===== src/rtl/integer_to_ascii_formatter_unit_defines.svh =====
// ----------------------------------------------------------------------------
// Integer formatter assertion macros
// Concurrent check wrappers; they compile away in synthesis builds.
// ----------------------------------------------------------------------------
`ifndef INTEGER_TO_ASCII_FORMATTER_UNIT_DEFINES_SVH
`define INTEGER_TO_ASCII_FORMATTER_UNIT_DEFINES_SVH

`ifndef SYNTHESIS
`define IAFMT_ASSERT(name, clk, rst_n, prop, msg) \
    name: assert property (@(posedge clk) disable iff (!(rst_n)) (prop)) else $error(msg);
`define IAFMT_NEVER(name, clk, rst_n, cond, msg) \
    name: assert property (@(posedge clk) disable iff (!(rst_n)) !(cond)) else $error(msg);
`else
`define IAFMT_ASSERT(name, clk, rst_n, prop, msg)
`define IAFMT_NEVER(name, clk, rst_n, cond, msg)
`endif

`endif


===== src/rtl/iafmt_pkg.sv =====
// ----------------------------------------------------------------------------
// Integer formatter package
// Shared constants, command/status types and the digit-to-ASCII function.
// ----------------------------------------------------------------------------
package iafmt_pkg;

    localparam int MAX_FIELD = 64;
    localparam int MAX_MD    = MAX_FIELD - 4;
    localparam int FIELD_W   = 7;
    localparam int MAG_W     = 64;
    localparam int DIGITS    = 22;
    localparam int SHIFT_W   = 5;
    localparam int BITCNT_W  = 6;

    localparam logic [1:0] RADIX_OCT = 2'd0;
    localparam logic [1:0] RADIX_DEC = 2'd1;

    localparam logic [1:0] PFX_NONE  = 2'd0;
    localparam logic [1:0] PFX_0     = 2'd1;
    localparam logic [1:0] PFX_0LX   = 2'd2;
    localparam logic [1:0] PFX_0UX   = 2'd3;

    localparam logic [7:0] CH_ZERO   = 8'h30;
    localparam logic [7:0] CH_UA     = 8'h41;
    localparam logic [7:0] CH_LA     = 8'h61;
    localparam logic [7:0] CH_MINUS  = 8'h2D;
    localparam logic [7:0] CH_PLUS   = 8'h2B;
    localparam logic [7:0] CH_SPACE  = 8'h20;
    localparam logic [7:0] CH_LX     = 8'h78;
    localparam logic [7:0] CH_UX     = 8'h58;

    typedef struct packed {
        logic load;
        logic conv_step;
        logic norm_step;
        logic calc1;
        logic calc2;
        logic emit;
    } t_cmd;

    typedef struct packed {
        logic is_dec;
        logic conv_done;
        logic norm_done;
        logic run_empty;
        logic emit_last;
        logic out_free;
    } t_status;

    function automatic logic [7:0] digit_char(input logic [3:0] d, input logic upper);
        logic [7:0] base;
        base = upper ? CH_UA : CH_LA;
        if (d < 4'd10) begin
            digit_char = CH_ZERO + {4'b0, d};
        end else begin
            digit_char = base + {4'b0, d} - 8'd10;
        end
    endfunction

endpackage


===== src/rtl/iafmt_ctrl.sv =====
// ----------------------------------------------------------------------------
// Integer formatter controller
// Sequences load, conversion, normalization, layout and character output.
// ----------------------------------------------------------------------------
module iafmt_ctrl (
    input  logic               i_clk,
    input  logic               i_rst_n,
    input  logic               i_in_valid,
    input  iafmt_pkg::t_status i_status,
    output iafmt_pkg::t_cmd    o_cmd,
    output logic               o_busy
);

    typedef enum logic [2:0] {
        S_IDLE,
        S_PREP,
        S_CONV,
        S_NORM,
        S_CALC1,
        S_CALC2,
        S_EMIT
    } t_state;

    t_state r_state;
    t_state n_state;

    always_comb begin
        n_state = r_state;
        o_cmd   = '0;
        case (r_state)
            S_IDLE: begin
                if (i_in_valid) begin
                    o_cmd.load = 1'b1;
                    n_state    = S_PREP;
                end
            end
            S_PREP: begin
                n_state = i_status.is_dec ? S_CONV : S_NORM;
            end
            S_CONV: begin
                o_cmd.conv_step = 1'b1;
                if (i_status.conv_done) begin
                    n_state = S_NORM;
                end
            end
            S_NORM: begin
                if (i_status.norm_done) begin
                    n_state = S_CALC1;
                end else begin
                    o_cmd.norm_step = 1'b1;
                end
            end
            S_CALC1: begin
                o_cmd.calc1 = 1'b1;
                n_state     = S_CALC2;
            end
            S_CALC2: begin
                o_cmd.calc2 = 1'b1;
                n_state     = S_EMIT;
            end
            S_EMIT: begin
                if (i_status.run_empty) begin
                    n_state = S_IDLE;
                end else if (i_status.out_free) begin
                    o_cmd.emit = 1'b1;
                    if (i_status.emit_last) begin
                        n_state = S_IDLE;
                    end
                end
            end
            default: begin
                n_state = S_IDLE;
            end
        endcase
    end

    always_ff @(posedge i_clk) begin
        if (!i_rst_n) begin
            r_state <= S_IDLE;
        end else begin
            r_state <= n_state;
        end
    end

    assign o_busy = (r_state != S_IDLE);

endmodule


===== src/rtl/iafmt_dp.sv =====
// ----------------------------------------------------------------------------
// Integer formatter datapath
// Digit register, shift-add-3 decimal converter, layout math, output word.
// ----------------------------------------------------------------------------
`include "integer_to_ascii_formatter_unit_defines.svh"

module iafmt_dp (
    input  logic                                i_clk,
    input  logic                                i_rst_n,
    input  iafmt_pkg::t_cmd                     i_cmd,
    output iafmt_pkg::t_status                  o_status,
    input  logic [iafmt_pkg::MAG_W-1:0]         i_magnitude,
    input  logic [1:0]                          i_radix_sel,
    input  logic                                i_upper_case,
    input  logic                                i_is_negative,
    input  logic                                i_force_plus,
    input  logic                                i_left_justify,
    input  logic                                i_zero_pad,
    input  logic [iafmt_pkg::FIELD_W-1:0]       i_field_width,
    input  logic signed [iafmt_pkg::FIELD_W-1:0] i_min_digit_count,
    input  logic [1:0]                          i_prefix_sel,
    input  logic                                i_out_stall,
    output logic                                o_out_valid,
    output logic [7:0]                          o_out_char,
    output logic                                o_last_char
);

    localparam int DG = iafmt_pkg::DIGITS;
    localparam int FW = iafmt_pkg::FIELD_W;

    // request fields
    logic [iafmt_pkg::MAG_W-1:0] r_mag;
    logic                        r_is_dec;
    logic                        r_upper;
    logic                        r_neg;
    logic                        r_sign_on;
    logic                        r_left;
    logic                        r_zero;
    logic [FW-1:0]               r_width;
    logic [FW-1:0]               r_md;
    logic [1:0]                  r_psel;

    // conversion state
    logic [3:0]                        r_dig [DG];
    logic [3:0]                        n_dig [DG];
    logic [3:0]                        w_adj [DG];
    logic [iafmt_pkg::BITCNT_W-1:0]    r_bitcnt;
    logic [iafmt_pkg::SHIFT_W-1:0]     r_shift;

    // layout
    logic [iafmt_pkg::SHIFT_W-1:0] r_len;
    logic [FW-1:0]                 r_nd;
    logic [FW-1:0]                 r_pad;
    logic [FW-1:0]                 r_b_lead;
    logic [FW-1:0]                 r_b_pfx;
    logic [FW-1:0]                 r_b_zero;
    logic [FW-1:0]                 r_b_dig;
    logic [FW-1:0]                 r_b_trail;
    logic [FW-1:0]                 r_last;
    logic                          r_empty;
    logic [FW-1:0]                 r_pos;

    // output word
    logic       r_valid;
    logic [7:0] r_char;
    logic       r_lastc;

    logic [DG*4-1:0] w_hex_src;
    logic [DG*3-1:0] w_oct_src;
    logic            w_ld_hex;
    logic            w_out_free;

    assign w_hex_src  = {{(DG*4-iafmt_pkg::MAG_W){1'b0}}, i_magnitude};
    assign w_oct_src  = {{(DG*3-iafmt_pkg::MAG_W){1'b0}}, i_magnitude};
    assign w_ld_hex   = i_radix_sel[1];
    assign w_out_free = !r_valid || !i_out_stall;

    // digit register next value
    always_comb begin
        for (int i = 0; i < DG; i++) begin
            w_adj[i] = (r_dig[i] >= 4'd5) ? r_dig[i] + 4'd3 : r_dig[i];
            n_dig[i] = r_dig[i];
        end
        if (i_cmd.load) begin
            for (int i = 0; i < DG; i++) begin
                if (i_radix_sel == iafmt_pkg::RADIX_DEC) begin
                    n_dig[i] = 4'd0;
                end else if (w_ld_hex) begin
                    n_dig[i] = w_hex_src[4*i +: 4];
                end else begin
                    n_dig[i] = {1'b0, w_oct_src[3*i +: 3]};
                end
            end
        end else if (i_cmd.conv_step) begin
            n_dig[0] = {w_adj[0][2:0], r_mag[iafmt_pkg::MAG_W-1]};
            for (int i = 1; i < DG; i++) begin
                n_dig[i] = {w_adj[i][2:0], w_adj[i-1][3]};
            end
        end else if (i_cmd.norm_step || (i_cmd.emit && r_pos >= r_b_dig && r_pos < r_b_trail)) begin
            n_dig[0] = 4'd0;
            for (int i = 1; i < DG; i++) begin
                n_dig[i] = r_dig[i-1];
            end
        end
    end

    // layout, first step
    logic                           w_zero_val;
    logic [iafmt_pkg::SHIFT_W-1:0]  w_len;
    logic [FW-1:0]                  w_md_sat;
    logic [FW-1:0]                  w_nd;
    logic [FW-1:0]                  w_plen;
    logic [FW-1:0]                  w_content;
    logic [FW-1:0]                  w_width_sat;

    always_comb begin
        w_zero_val = (r_dig[DG-1] == 4'd0);
        if (r_md == '0 && w_zero_val) begin
            w_len = '0;
        end else begin
            w_len = iafmt_pkg::SHIFT_W'(DG) - r_shift;
        end
        if (r_md[FW-1]) begin
            w_md_sat = '0;
        end else if (r_md > FW'(iafmt_pkg::MAX_MD)) begin
            w_md_sat = FW'(iafmt_pkg::MAX_MD);
        end else begin
            w_md_sat = r_md;
        end
        w_nd        = (FW'(w_len) > w_md_sat) ? FW'(w_len) : w_md_sat;
        w_plen      = (r_psel == iafmt_pkg::PFX_NONE) ? FW'(0) :
                      ((r_psel == iafmt_pkg::PFX_0) ? FW'(1) : FW'(2));
        w_content   = w_nd + w_plen + FW'(r_sign_on);
        w_width_sat = (r_width > FW'(iafmt_pkg::MAX_FIELD)) ? FW'(iafmt_pkg::MAX_FIELD)
                                                            : r_width;
    end

    // layout, second step: region boundaries along the run
    logic [FW-1:0] w_lead;
    logic [FW-1:0] w_b_pfx;
    logic [FW-1:0] w_b_zero;
    logic [FW-1:0] w_b_dig;
    logic [FW-1:0] w_b_trail;
    logic [FW-1:0] w_total;
    logic [FW-1:0] w_total_sat;

    always_comb begin
        w_lead      = (!r_left && !r_zero) ? r_pad : '0;
        w_b_pfx     = w_lead + FW'(r_sign_on);
        w_b_zero    = w_b_pfx + w_plen;
        w_b_dig     = w_b_zero + ((r_zero && !r_left) ? r_pad : '0) + (r_nd - FW'(r_len));
        w_b_trail   = w_b_dig + FW'(r_len);
        w_total     = w_b_trail + (r_left ? r_pad : '0);
        w_total_sat = (w_total > FW'(iafmt_pkg::MAX_FIELD)) ? FW'(iafmt_pkg::MAX_FIELD)
                                                            : w_total;
    end

    // character at the current run position
    logic [7:0] w_char;

    always_comb begin
        if (r_pos < r_b_lead) begin
            w_char = iafmt_pkg::CH_SPACE;
        end else if (r_pos < r_b_pfx) begin
            w_char = r_neg ? iafmt_pkg::CH_MINUS : iafmt_pkg::CH_PLUS;
        end else if (r_pos < r_b_zero) begin
            if (r_pos == r_b_pfx) begin
                w_char = iafmt_pkg::CH_ZERO;
            end else begin
                w_char = (r_psel == iafmt_pkg::PFX_0UX) ? iafmt_pkg::CH_UX : iafmt_pkg::CH_LX;
            end
        end else if (r_pos < r_b_dig) begin
            w_char = iafmt_pkg::CH_ZERO;
        end else if (r_pos < r_b_trail) begin
            w_char = iafmt_pkg::digit_char(r_dig[DG-1], r_upper);
        end else begin
            w_char = iafmt_pkg::CH_SPACE;
        end
    end

    always_ff @(posedge i_clk) begin
        for (int i = 0; i < DG; i++) begin
            r_dig[i] <= n_dig[i];
        end
        if (i_cmd.load) begin
            r_mag     <= i_magnitude;
            r_is_dec  <= (i_radix_sel == iafmt_pkg::RADIX_DEC);
            r_upper   <= i_upper_case;
            r_neg     <= i_is_negative;
            r_sign_on <= i_is_negative || i_force_plus;
            r_left    <= i_left_justify;
            r_zero    <= i_zero_pad;
            r_width   <= i_field_width;
            r_md      <= i_min_digit_count;
            r_psel    <= i_prefix_sel;
            r_bitcnt  <= '0;
            r_shift   <= '0;
        end
        if (i_cmd.conv_step) begin
            r_mag    <= {r_mag[iafmt_pkg::MAG_W-2:0], 1'b0};
            r_bitcnt <= r_bitcnt + 1'b1;
        end
        if (i_cmd.norm_step) begin
            r_shift <= r_shift + 1'b1;
        end
        if (i_cmd.calc1) begin
            r_len <= w_len;
            r_nd  <= w_nd;
            r_pad <= (w_width_sat > w_content) ? w_width_sat - w_content : '0;
        end
        if (i_cmd.calc2) begin
            r_b_lead  <= w_lead;
            r_b_pfx   <= w_b_pfx;
            r_b_zero  <= w_b_zero;
            r_b_dig   <= w_b_dig;
            r_b_trail <= w_b_trail;
            r_last    <= w_total_sat - 1'b1;
            r_empty   <= (w_total == '0);
            r_pos     <= '0;
        end
        if (i_cmd.emit) begin
            r_pos   <= r_pos + 1'b1;
            r_char  <= w_char;
            r_lastc <= (r_pos == r_last);
        end
        if (!i_rst_n) begin
            r_valid <= 1'b0;
        end else if (i_cmd.emit) begin
            r_valid <= 1'b1;
        end else if (!i_out_stall) begin
            r_valid <= 1'b0;
        end
    end

    assign o_status.is_dec    = r_is_dec;
    assign o_status.conv_done = (r_bitcnt == '1);
    assign o_status.norm_done = (r_dig[DG-1] != 4'd0) ||
                                (r_shift == iafmt_pkg::SHIFT_W'(DG - 1));
    assign o_status.run_empty = r_empty;
    assign o_status.emit_last = (r_pos == r_last);
    assign o_status.out_free  = w_out_free;

    assign o_out_valid = r_valid;
    assign o_out_char  = r_char;
    assign o_last_char = r_lastc;

    `IAFMT_ASSERT(a_emit_into_free_slot, i_clk, i_rst_n, i_cmd.emit |-> w_out_free,
                  "character emitted over a waiting output word")
    `IAFMT_ASSERT(a_emit_within_run, i_clk, i_rst_n, i_cmd.emit |-> (r_pos <= r_last),
                  "emit position beyond end of run")
    `IAFMT_NEVER(a_conv_only_decimal, i_clk, i_rst_n, i_cmd.conv_step && !r_is_dec,
                 "decimal conversion step on a non-decimal request")

endmodule


===== src/rtl/integer_to_ascii_formatter_unit.sv =====
// ----------------------------------------------------------------------------
// Integer to ASCII formatter
// printf-style integer field formatter producing one character per word.
// ----------------------------------------------------------------------------
// Usage:
//   Input channel (i_in_valid / o_in_stall) takes one request word: a 64-bit
//   magnitude plus radix, case, sign, justification, padding, field width,
//   minimum digit count and prefix controls. Output channel (o_out_valid /
//   i_out_stall) returns the character run one word at a time; o_last_char
//   marks the final character. A zero value with minimum digit count 0 and
//   nothing else to print returns no word at all.
//   Sequence: a setup state after acceptance, then 64 shift-add-3 steps for
//   decimal only, digit normalization, layout math in the CALC1 and CALC2
//   states, then one character per cycle while the receiver does not stall
//   (up to 64 characters). The decimal converter and the serial character
//   walk dominate the worst case from acceptance to the next acceptance.
//   One request is in flight at a time: o_in_stall is high from acceptance
//   until its last character is loaded into the output register, so the next
//   request is taken while that last word still waits for the receiver.
//   When the receiver stalls, the output word holds and the walk pauses.
//   Reset (synchronous, active low) returns to idle and drops any output word.
// ----------------------------------------------------------------------------
module integer_to_ascii_formatter_unit (
    input  logic                                 i_clk,
    input  logic                                 i_rst_n,
    // request channel
    input  logic                                 i_in_valid,
    output logic                                 o_in_stall,
    input  logic [iafmt_pkg::MAG_W-1:0]          i_magnitude,
    input  logic [1:0]                           i_radix_sel,
    input  logic                                 i_upper_case,
    input  logic                                 i_is_negative,
    input  logic                                 i_force_plus,
    input  logic                                 i_left_justify,
    input  logic                                 i_zero_pad,
    input  logic [iafmt_pkg::FIELD_W-1:0]        i_field_width,
    input  logic signed [iafmt_pkg::FIELD_W-1:0] i_min_digit_count,
    input  logic [1:0]                           i_prefix_sel,
    // character channel
    output logic                                 o_out_valid,
    input  logic                                 i_out_stall,
    output logic [7:0]                           o_out_char,
    output logic                                 o_last_char
);

    iafmt_pkg::t_cmd    w_cmd;
    iafmt_pkg::t_status w_status;
    logic               w_busy;

    // sequencer: hold off new requests while one is in progress
    iafmt_ctrl u_ctrl (
        .i_clk      (i_clk),
        .i_rst_n    (i_rst_n),
        .i_in_valid (i_in_valid),
        .i_status   (w_status),
        .o_cmd      (w_cmd),
        .o_busy     (w_busy)
    );

    // digit conversion, layout and the output word register
    iafmt_dp u_dp (
        .i_clk             (i_clk),
        .i_rst_n           (i_rst_n),
        .i_cmd             (w_cmd),
        .o_status          (w_status),
        .i_magnitude       (i_magnitude),
        .i_radix_sel       (i_radix_sel),
        .i_upper_case      (i_upper_case),
        .i_is_negative     (i_is_negative),
        .i_force_plus      (i_force_plus),
        .i_left_justify    (i_left_justify),
        .i_zero_pad        (i_zero_pad),
        .i_field_width     (i_field_width),
        .i_min_digit_count (i_min_digit_count),
        .i_prefix_sel      (i_prefix_sel),
        .i_out_stall       (i_out_stall),
        .o_out_valid       (o_out_valid),
        .o_out_char        (o_out_char),
        .o_last_char       (o_last_char)
    );

    assign o_in_stall = w_busy;

endmodule

===== config.mk =====
export PLATFORM = sky130hd
export DESIGN_NAME = integer_to_ascii_formatter_unit
export DESIGN_NICKNAME = d
export VERILOG_FILES = /design/src/rtl/iafmt_pkg.sv /design/src/rtl/iafmt_ctrl.sv /design/src/rtl/iafmt_dp.sv /design/src/rtl/integer_to_ascii_formatter_unit.sv
export VERILOG_INCLUDE_DIRS = /design/src /design/src/rtl
export SDC_FILE = /design/constraint.sdc
export NUM_CORES = 1
export LEC_CHECK = 0
export BUFFER_PORTS_ARGS = -buffer_cell sky130_fd_sc_hd__buf_2
export CELL_PAD_IN_SITES_DETAIL_PLACEMENT = 0
export CELL_PAD_IN_SITES_GLOBAL_PLACEMENT = 2
export CORE_UTILIZATION = 41
export DETAILED_ROUTE_END_ITERATION = 12
export GPL_TIMING_DRIVEN = 1
export PLACE_DENSITY_LB_ADDON = 0.3
export SETUP_SLACK_MARGIN = 0.4
export SLEW_MARGIN = 20
export SYNTH_ARGS = -nofsm -noshare
export SYNTH_HDL_FRONTEND = slang
export SYNTH_SLANG_ARGS = --single-unit

===== constraint.sdc =====
create_clock -name i_clk -period 8.4 [get_ports i_clk]
set_clock_uncertainty 0.05 [all_clocks]
set_input_delay 1.68 -clock i_clk [delete_from_list [all_inputs] [get_ports i_clk]]
set_output_delay 1.68 -clock i_clk [all_outputs]
set_load 0.005 [all_outputs]

==> summary.md <==
| Metric | Value |
|---|---|
| Result of the run | `finished clean` |
| Pin count of the biggest net entering global routing | `84` |
| # nets final | `1,846` |
| Wire length of the first global-routing pass | `65.3 mm` |
| CTS root buf | `sky130_fd_sc_hd__clkbuf_16` |
| Cell row count | `73` |
| Slowest cell on the critical path | `sky130_fd_sc_hd__fa_1` |
| Final total negative setup slack | `0 ns` |
| Relative area change from synthesis to final layout | `12.9%` |
| Storage element area | `7830 um^2` |
| Net switching fraction of the power | `0.410` |
| H-tree Lvls | `2` |
| # setup viols final | `0` |
| Final hold violations | `0` |
| Critical path launch point type | `flip-flop` |
| Capture point of the worst reg-to-reg path | `u_dp.r_last[6]` |
| Post-detailed-routing wire length | `40.7 mm` |
| Worst reg-to-reg path cell count | `29` |
| Startpoint of the most critical register-to-register path | `u_dp.r_zero` |
| Worst hold path startpoint | `u_dp.r_mag[0]` |
| Slowest Stage Delay on Critical Path | `0.54 ns` |
| Largest vdd supply drop | `0.364 mV` |
| Reported net switching power | `3.53 mW` |
| Global router's overall resource usage | `0.202` |
| Final min period | `7.63 ns` |
| Clk sink count | `265` |
| Setup slack of the most critical reg-to-reg path | `0.77 ns` |
| Gp weighted congestion | `0.823` |
| Hold buffer count at cts | `0` |
| DR vias/cell | `5.45` |
| Count of antenna-violating nets left after detailed routing | `0` |
| Detailed Place HPWL | `28.3 mm` |
| Crit. End Element | `flip-flop` |
| Detailed-route via count | `11,800` |
| Starting Density | `0.415` |
| Height of the die | `202 um` |
| Share of post-route cells with drive strength above 1 | `0.116` |
| Max Freq | `131 MHz` |
| Cell taking the most area after synthesis | `sky130_fd_sc_hd__edfxtp_1` |
| Remaining max-slew budget at the tightest pin | `0.331` |
| Leakage power of the design | `7.42 nW` |
| Post-synthesis area per instance | `10.7 um^2` |
| Slew at the pin closest to its max-slew limit | `1.00 ns` |
| Width of the die | `202 um` |
| Register bit count reported by yosys | `265` |
| Overflow after GRT | `0` |
| Hold Crit Class | `flip-flop to flip-flop` |
| Largest cells by area after synthesis | `sky130_fd_sc_hd__edfxtp_1 (46%), sky130_fd_sc_hd__ha_1 (8.9%), sky130_fd_sc_hd__a21oi_1 (4.3%)` |
| Power consumption | `8.62 mW` |
| Power density over the cells | `463 nW/um^2` |
| Total inserted antenna cells | `0` |
| Post-synth EDFFs | `252` |
| Insertion delay of the later-clocked pin in the worst-skew pair | `0.53 ns` |
| Commonest cells after routing, fill and taps aside | `sky130_fd_sc_hd__edfxtp_1 (252), sky130_fd_sc_hd__inv_1 (141), sky130_fd_sc_hd__a21oi_1 (140)` |
| IO Count | `102` |
| Fraction of post-synthesis cell area in the top cell type by area | `0.459` |
| First drt pass iteration count | `5` |
| Portion of total power attributed to the clock network | `0.163` |
| Arrival time of the worst setup path | `7.93 ns` |
| Detailed router's first-iteration violation count | `665` |
| Final Cycle Share | `0.908` |
| FILL cells | `3,735` |
| Proportion of synthesized chip area in sequential cells | `0.475` |
| Worst hold path stage count | `2` |
| DRC violations left | `0` |
| Ys Warns | `0` |
| Cell count after synthesis | `1,535` |
| Most numerous cell on the critical path | `sky130_fd_sc_hd__ha_1` |
| Number of buffers on the longest clock path | `3` |
| Initial antenna violation count | `0` |
| Worst Hold Endpoint | `u_dp.r_mag[0]` |
| Core footprint | `39,600 um^2` |
| Post-synthesis async set-or-reset flop share | `0` |
| Via count of the first global-routing pass | `11,700` |
| Total area of multi-input combinational cells | `7920 um^2` |
| Number of max-slew violations in the final report | `0` |
| Clock buffers created by TritonCTS | `34` |
| Utilization after layout | `0.469` |
| Most common library cell in the layout ignoring fill and taps | `sky130_fd_sc_hd__edfxtp_1` |
| Die ar. | `41,000 um^2` |
| Port buffer count | `100` |
| Post-synthesis net count | `1,760` |
| Peak fanout along the critical path | `9` |
| Top flip-flop cell by instance count after synthesis | `sky130_fd_sc_hd__edfxtp_1` |
| Internal power consumption | `5.08 mW` |
| Clock Pin Slew Worst Setup and Hold Paths | `0.06 ns` |
| Power share of the sequential group | `0.327` |
| Synth unique cells | `67` |
| Mapped cell area | `16,500 um^2` |
| Proportion of power drawn by combinational gates | `0.510` |
| CP Class | `flip-flop to flip-flop` |
| Setup repair after global routing missed its margin | `no` |
| Clock tree from TritonCTS | `done` |
| Routed WL per cell | `18.7 um` |
| # Max-Cap Violations | `0` |
| Required time at the endpoint of the critical path | `8.70 ns` |
[worst max-delay path, delay by kind of cell, from the launching register on]
kind            cells  cell delay, ns
fa+ha+maj           9            3.08
xor+xnor            4            1.20
compound gates      6            0.90
buf+inv             3            0.22
flops               1            0.50
simple gates        7            1.50
[final cells by class]
class	instances	share of cell area
Clock buffer	42	0.0496
Clock inverter	18	0.00720
Inverter	143	0.0290
Multi-Input combinational cell	1063	0.426
Sequential cell	265	0.421
Tap cell	525	0.0353
Timing Repair Buffer	114	0.0326
[power by group through the flow]
stage | combinational, mW | sequential, mW | clock [mW]
2_1_floorplan | 3.49 | 2.70 | 0
3_3_place_gp | 4.32 | 2.83 | 0
3_5_place_dp | 4.40 | 2.83 | 0
4_1_cts | 4.43 | 2.81 | 1.44
5_1_grt | 4.98 | 2.89 | 1.49
6_report | 4.40 | 2.82 | 1.40
[state kept, by name (all words and copies together), names as in the netlist, 2 cells and up]
| signal | count |
|---|---|
| u_dp.r_last | 7 |
| u_dp.r_b_dig | 7 |
| u_dp.r_width | 7 |
| u_dp.r_b_pfx | 7 |
| u_dp.r_mag | 64 |
| u_dp.r_b_trail | 7 |
| u_dp.r_dig | 88 |
| u_dp.r_b_lead | 7 |
| u_dp.r_bitcnt | 6 |
| u_dp.r_b_zero | 7 |
| u_dp.r_pad | 7 |
| u_dp.r_psel | 2 |
| u_ctrl.r_state | 3 |
| u_dp.o_out_char | 7 |
| u_dp.r_shift | 5 |
| u_dp.r_nd | 6 |
| u_dp.r_len | 5 |
| u_dp.r_md | 7 |
| u_dp.r_pos | 7 |
[cells by family after synthesis]
kind of cell | synth area share
compound gates | 0.183
mux | 0.0234
buf+inv | 0.0474
flops | 0.475
fa+ha+maj | 0.110
xor+xnor | 0.0432
simple gates | 0.118
other cells | 0.000228
[Yosys cell counts (10+ instances only)]
cell                       instances
sky130_fd_sc_hd__o21ai_0          84
sky130_fd_sc_hd__a211oi_1         11
sky130_fd_sc_hd__nor3b_1          56
sky130_fd_sc_hd__nand2_1          72
sky130_fd_sc_hd__xor2_1           24
sky130_fd_sc_hd__fa_1             17
sky130_fd_sc_hd__mux2i_1          37
sky130_fd_sc_hd__o221ai_1         22
sky130_fd_sc_hd__a22oi_1          40
sky130_fd_sc_hd__o32a_1           10
sky130_fd_sc_hd__dfxtp_1          13
sky130_fd_sc_hd__nor2_1           73
sky130_fd_sc_hd__clkbuf_1         55
sky130_fd_sc_hd__inv_1           142
sky130_fd_sc_hd__nand2b_1         34
sky130_fd_sc_hd__nor2b_1          33
sky130_fd_sc_hd__and2_1           25
sky130_fd_sc_hd__a22o_1           64
sky130_fd_sc_hd__a21o_1           20
sky130_fd_sc_hd__nand3_1          25
sky130_fd_sc_hd__xnor2_1          50
sky130_fd_sc_hd__edfxtp_1        252
sky130_fd_sc_hd__ha_1            117
sky130_fd_sc_hd__a21oi_1         140
[how the worst max path moves through the flow]
stage,start,to,slack [ns],depth (start not counted)
after floorplan,u_dp.r_left,u_dp.r_last[6],1.31,29
after global placement,u_dp.r_left,u_dp.r_last[6],0.87,29
after detailed placement,u_dp.r_left,u_dp.r_last[6],0.64,29
after CTS,u_dp.r_left,u_dp.r_last[6],0.63,29
after global routing,u_dp.r_zero,u_dp.r_last[6],0.42,29
final,u_dp.r_zero,u_dp.r_last[6],0.77,29
[what timing repair did]
action,CTS,global route
endpoints found under the setup margin,0,2
setup buffers,0,2
resized for setup,0,3
endpoints found under the hold margin,0,0
[per-stage QoR]
stage          instance area [um^2]  worst slack [ns]  hold WS (ns)  std cells
2_1_floorplan                 16500              1.31         0.384       1535
3_3_place_gp                  17500             0.869         0.406       2108
3_5_place_dp                  17500             0.640         0.406       2108
4_1_cts                       18600             0.626         0.418       2168
5_1_grt                       18600             0.418         0.460       2170
6_report                      18600             0.770         0.418       2170
[per-layer routing]
metal | GRT usage | wire length (um) | vias up
li1 | - | - | 5838
met1 | 0.285 | 19300 | 5685
met2 | 0.321 | 18700 | 245
met3 | 0.0345 | 1820 | 58
met4 | 0.0502 | 855 | 0
met5 | 0 | 0 | -
Power figures use the tool's default switching activity.
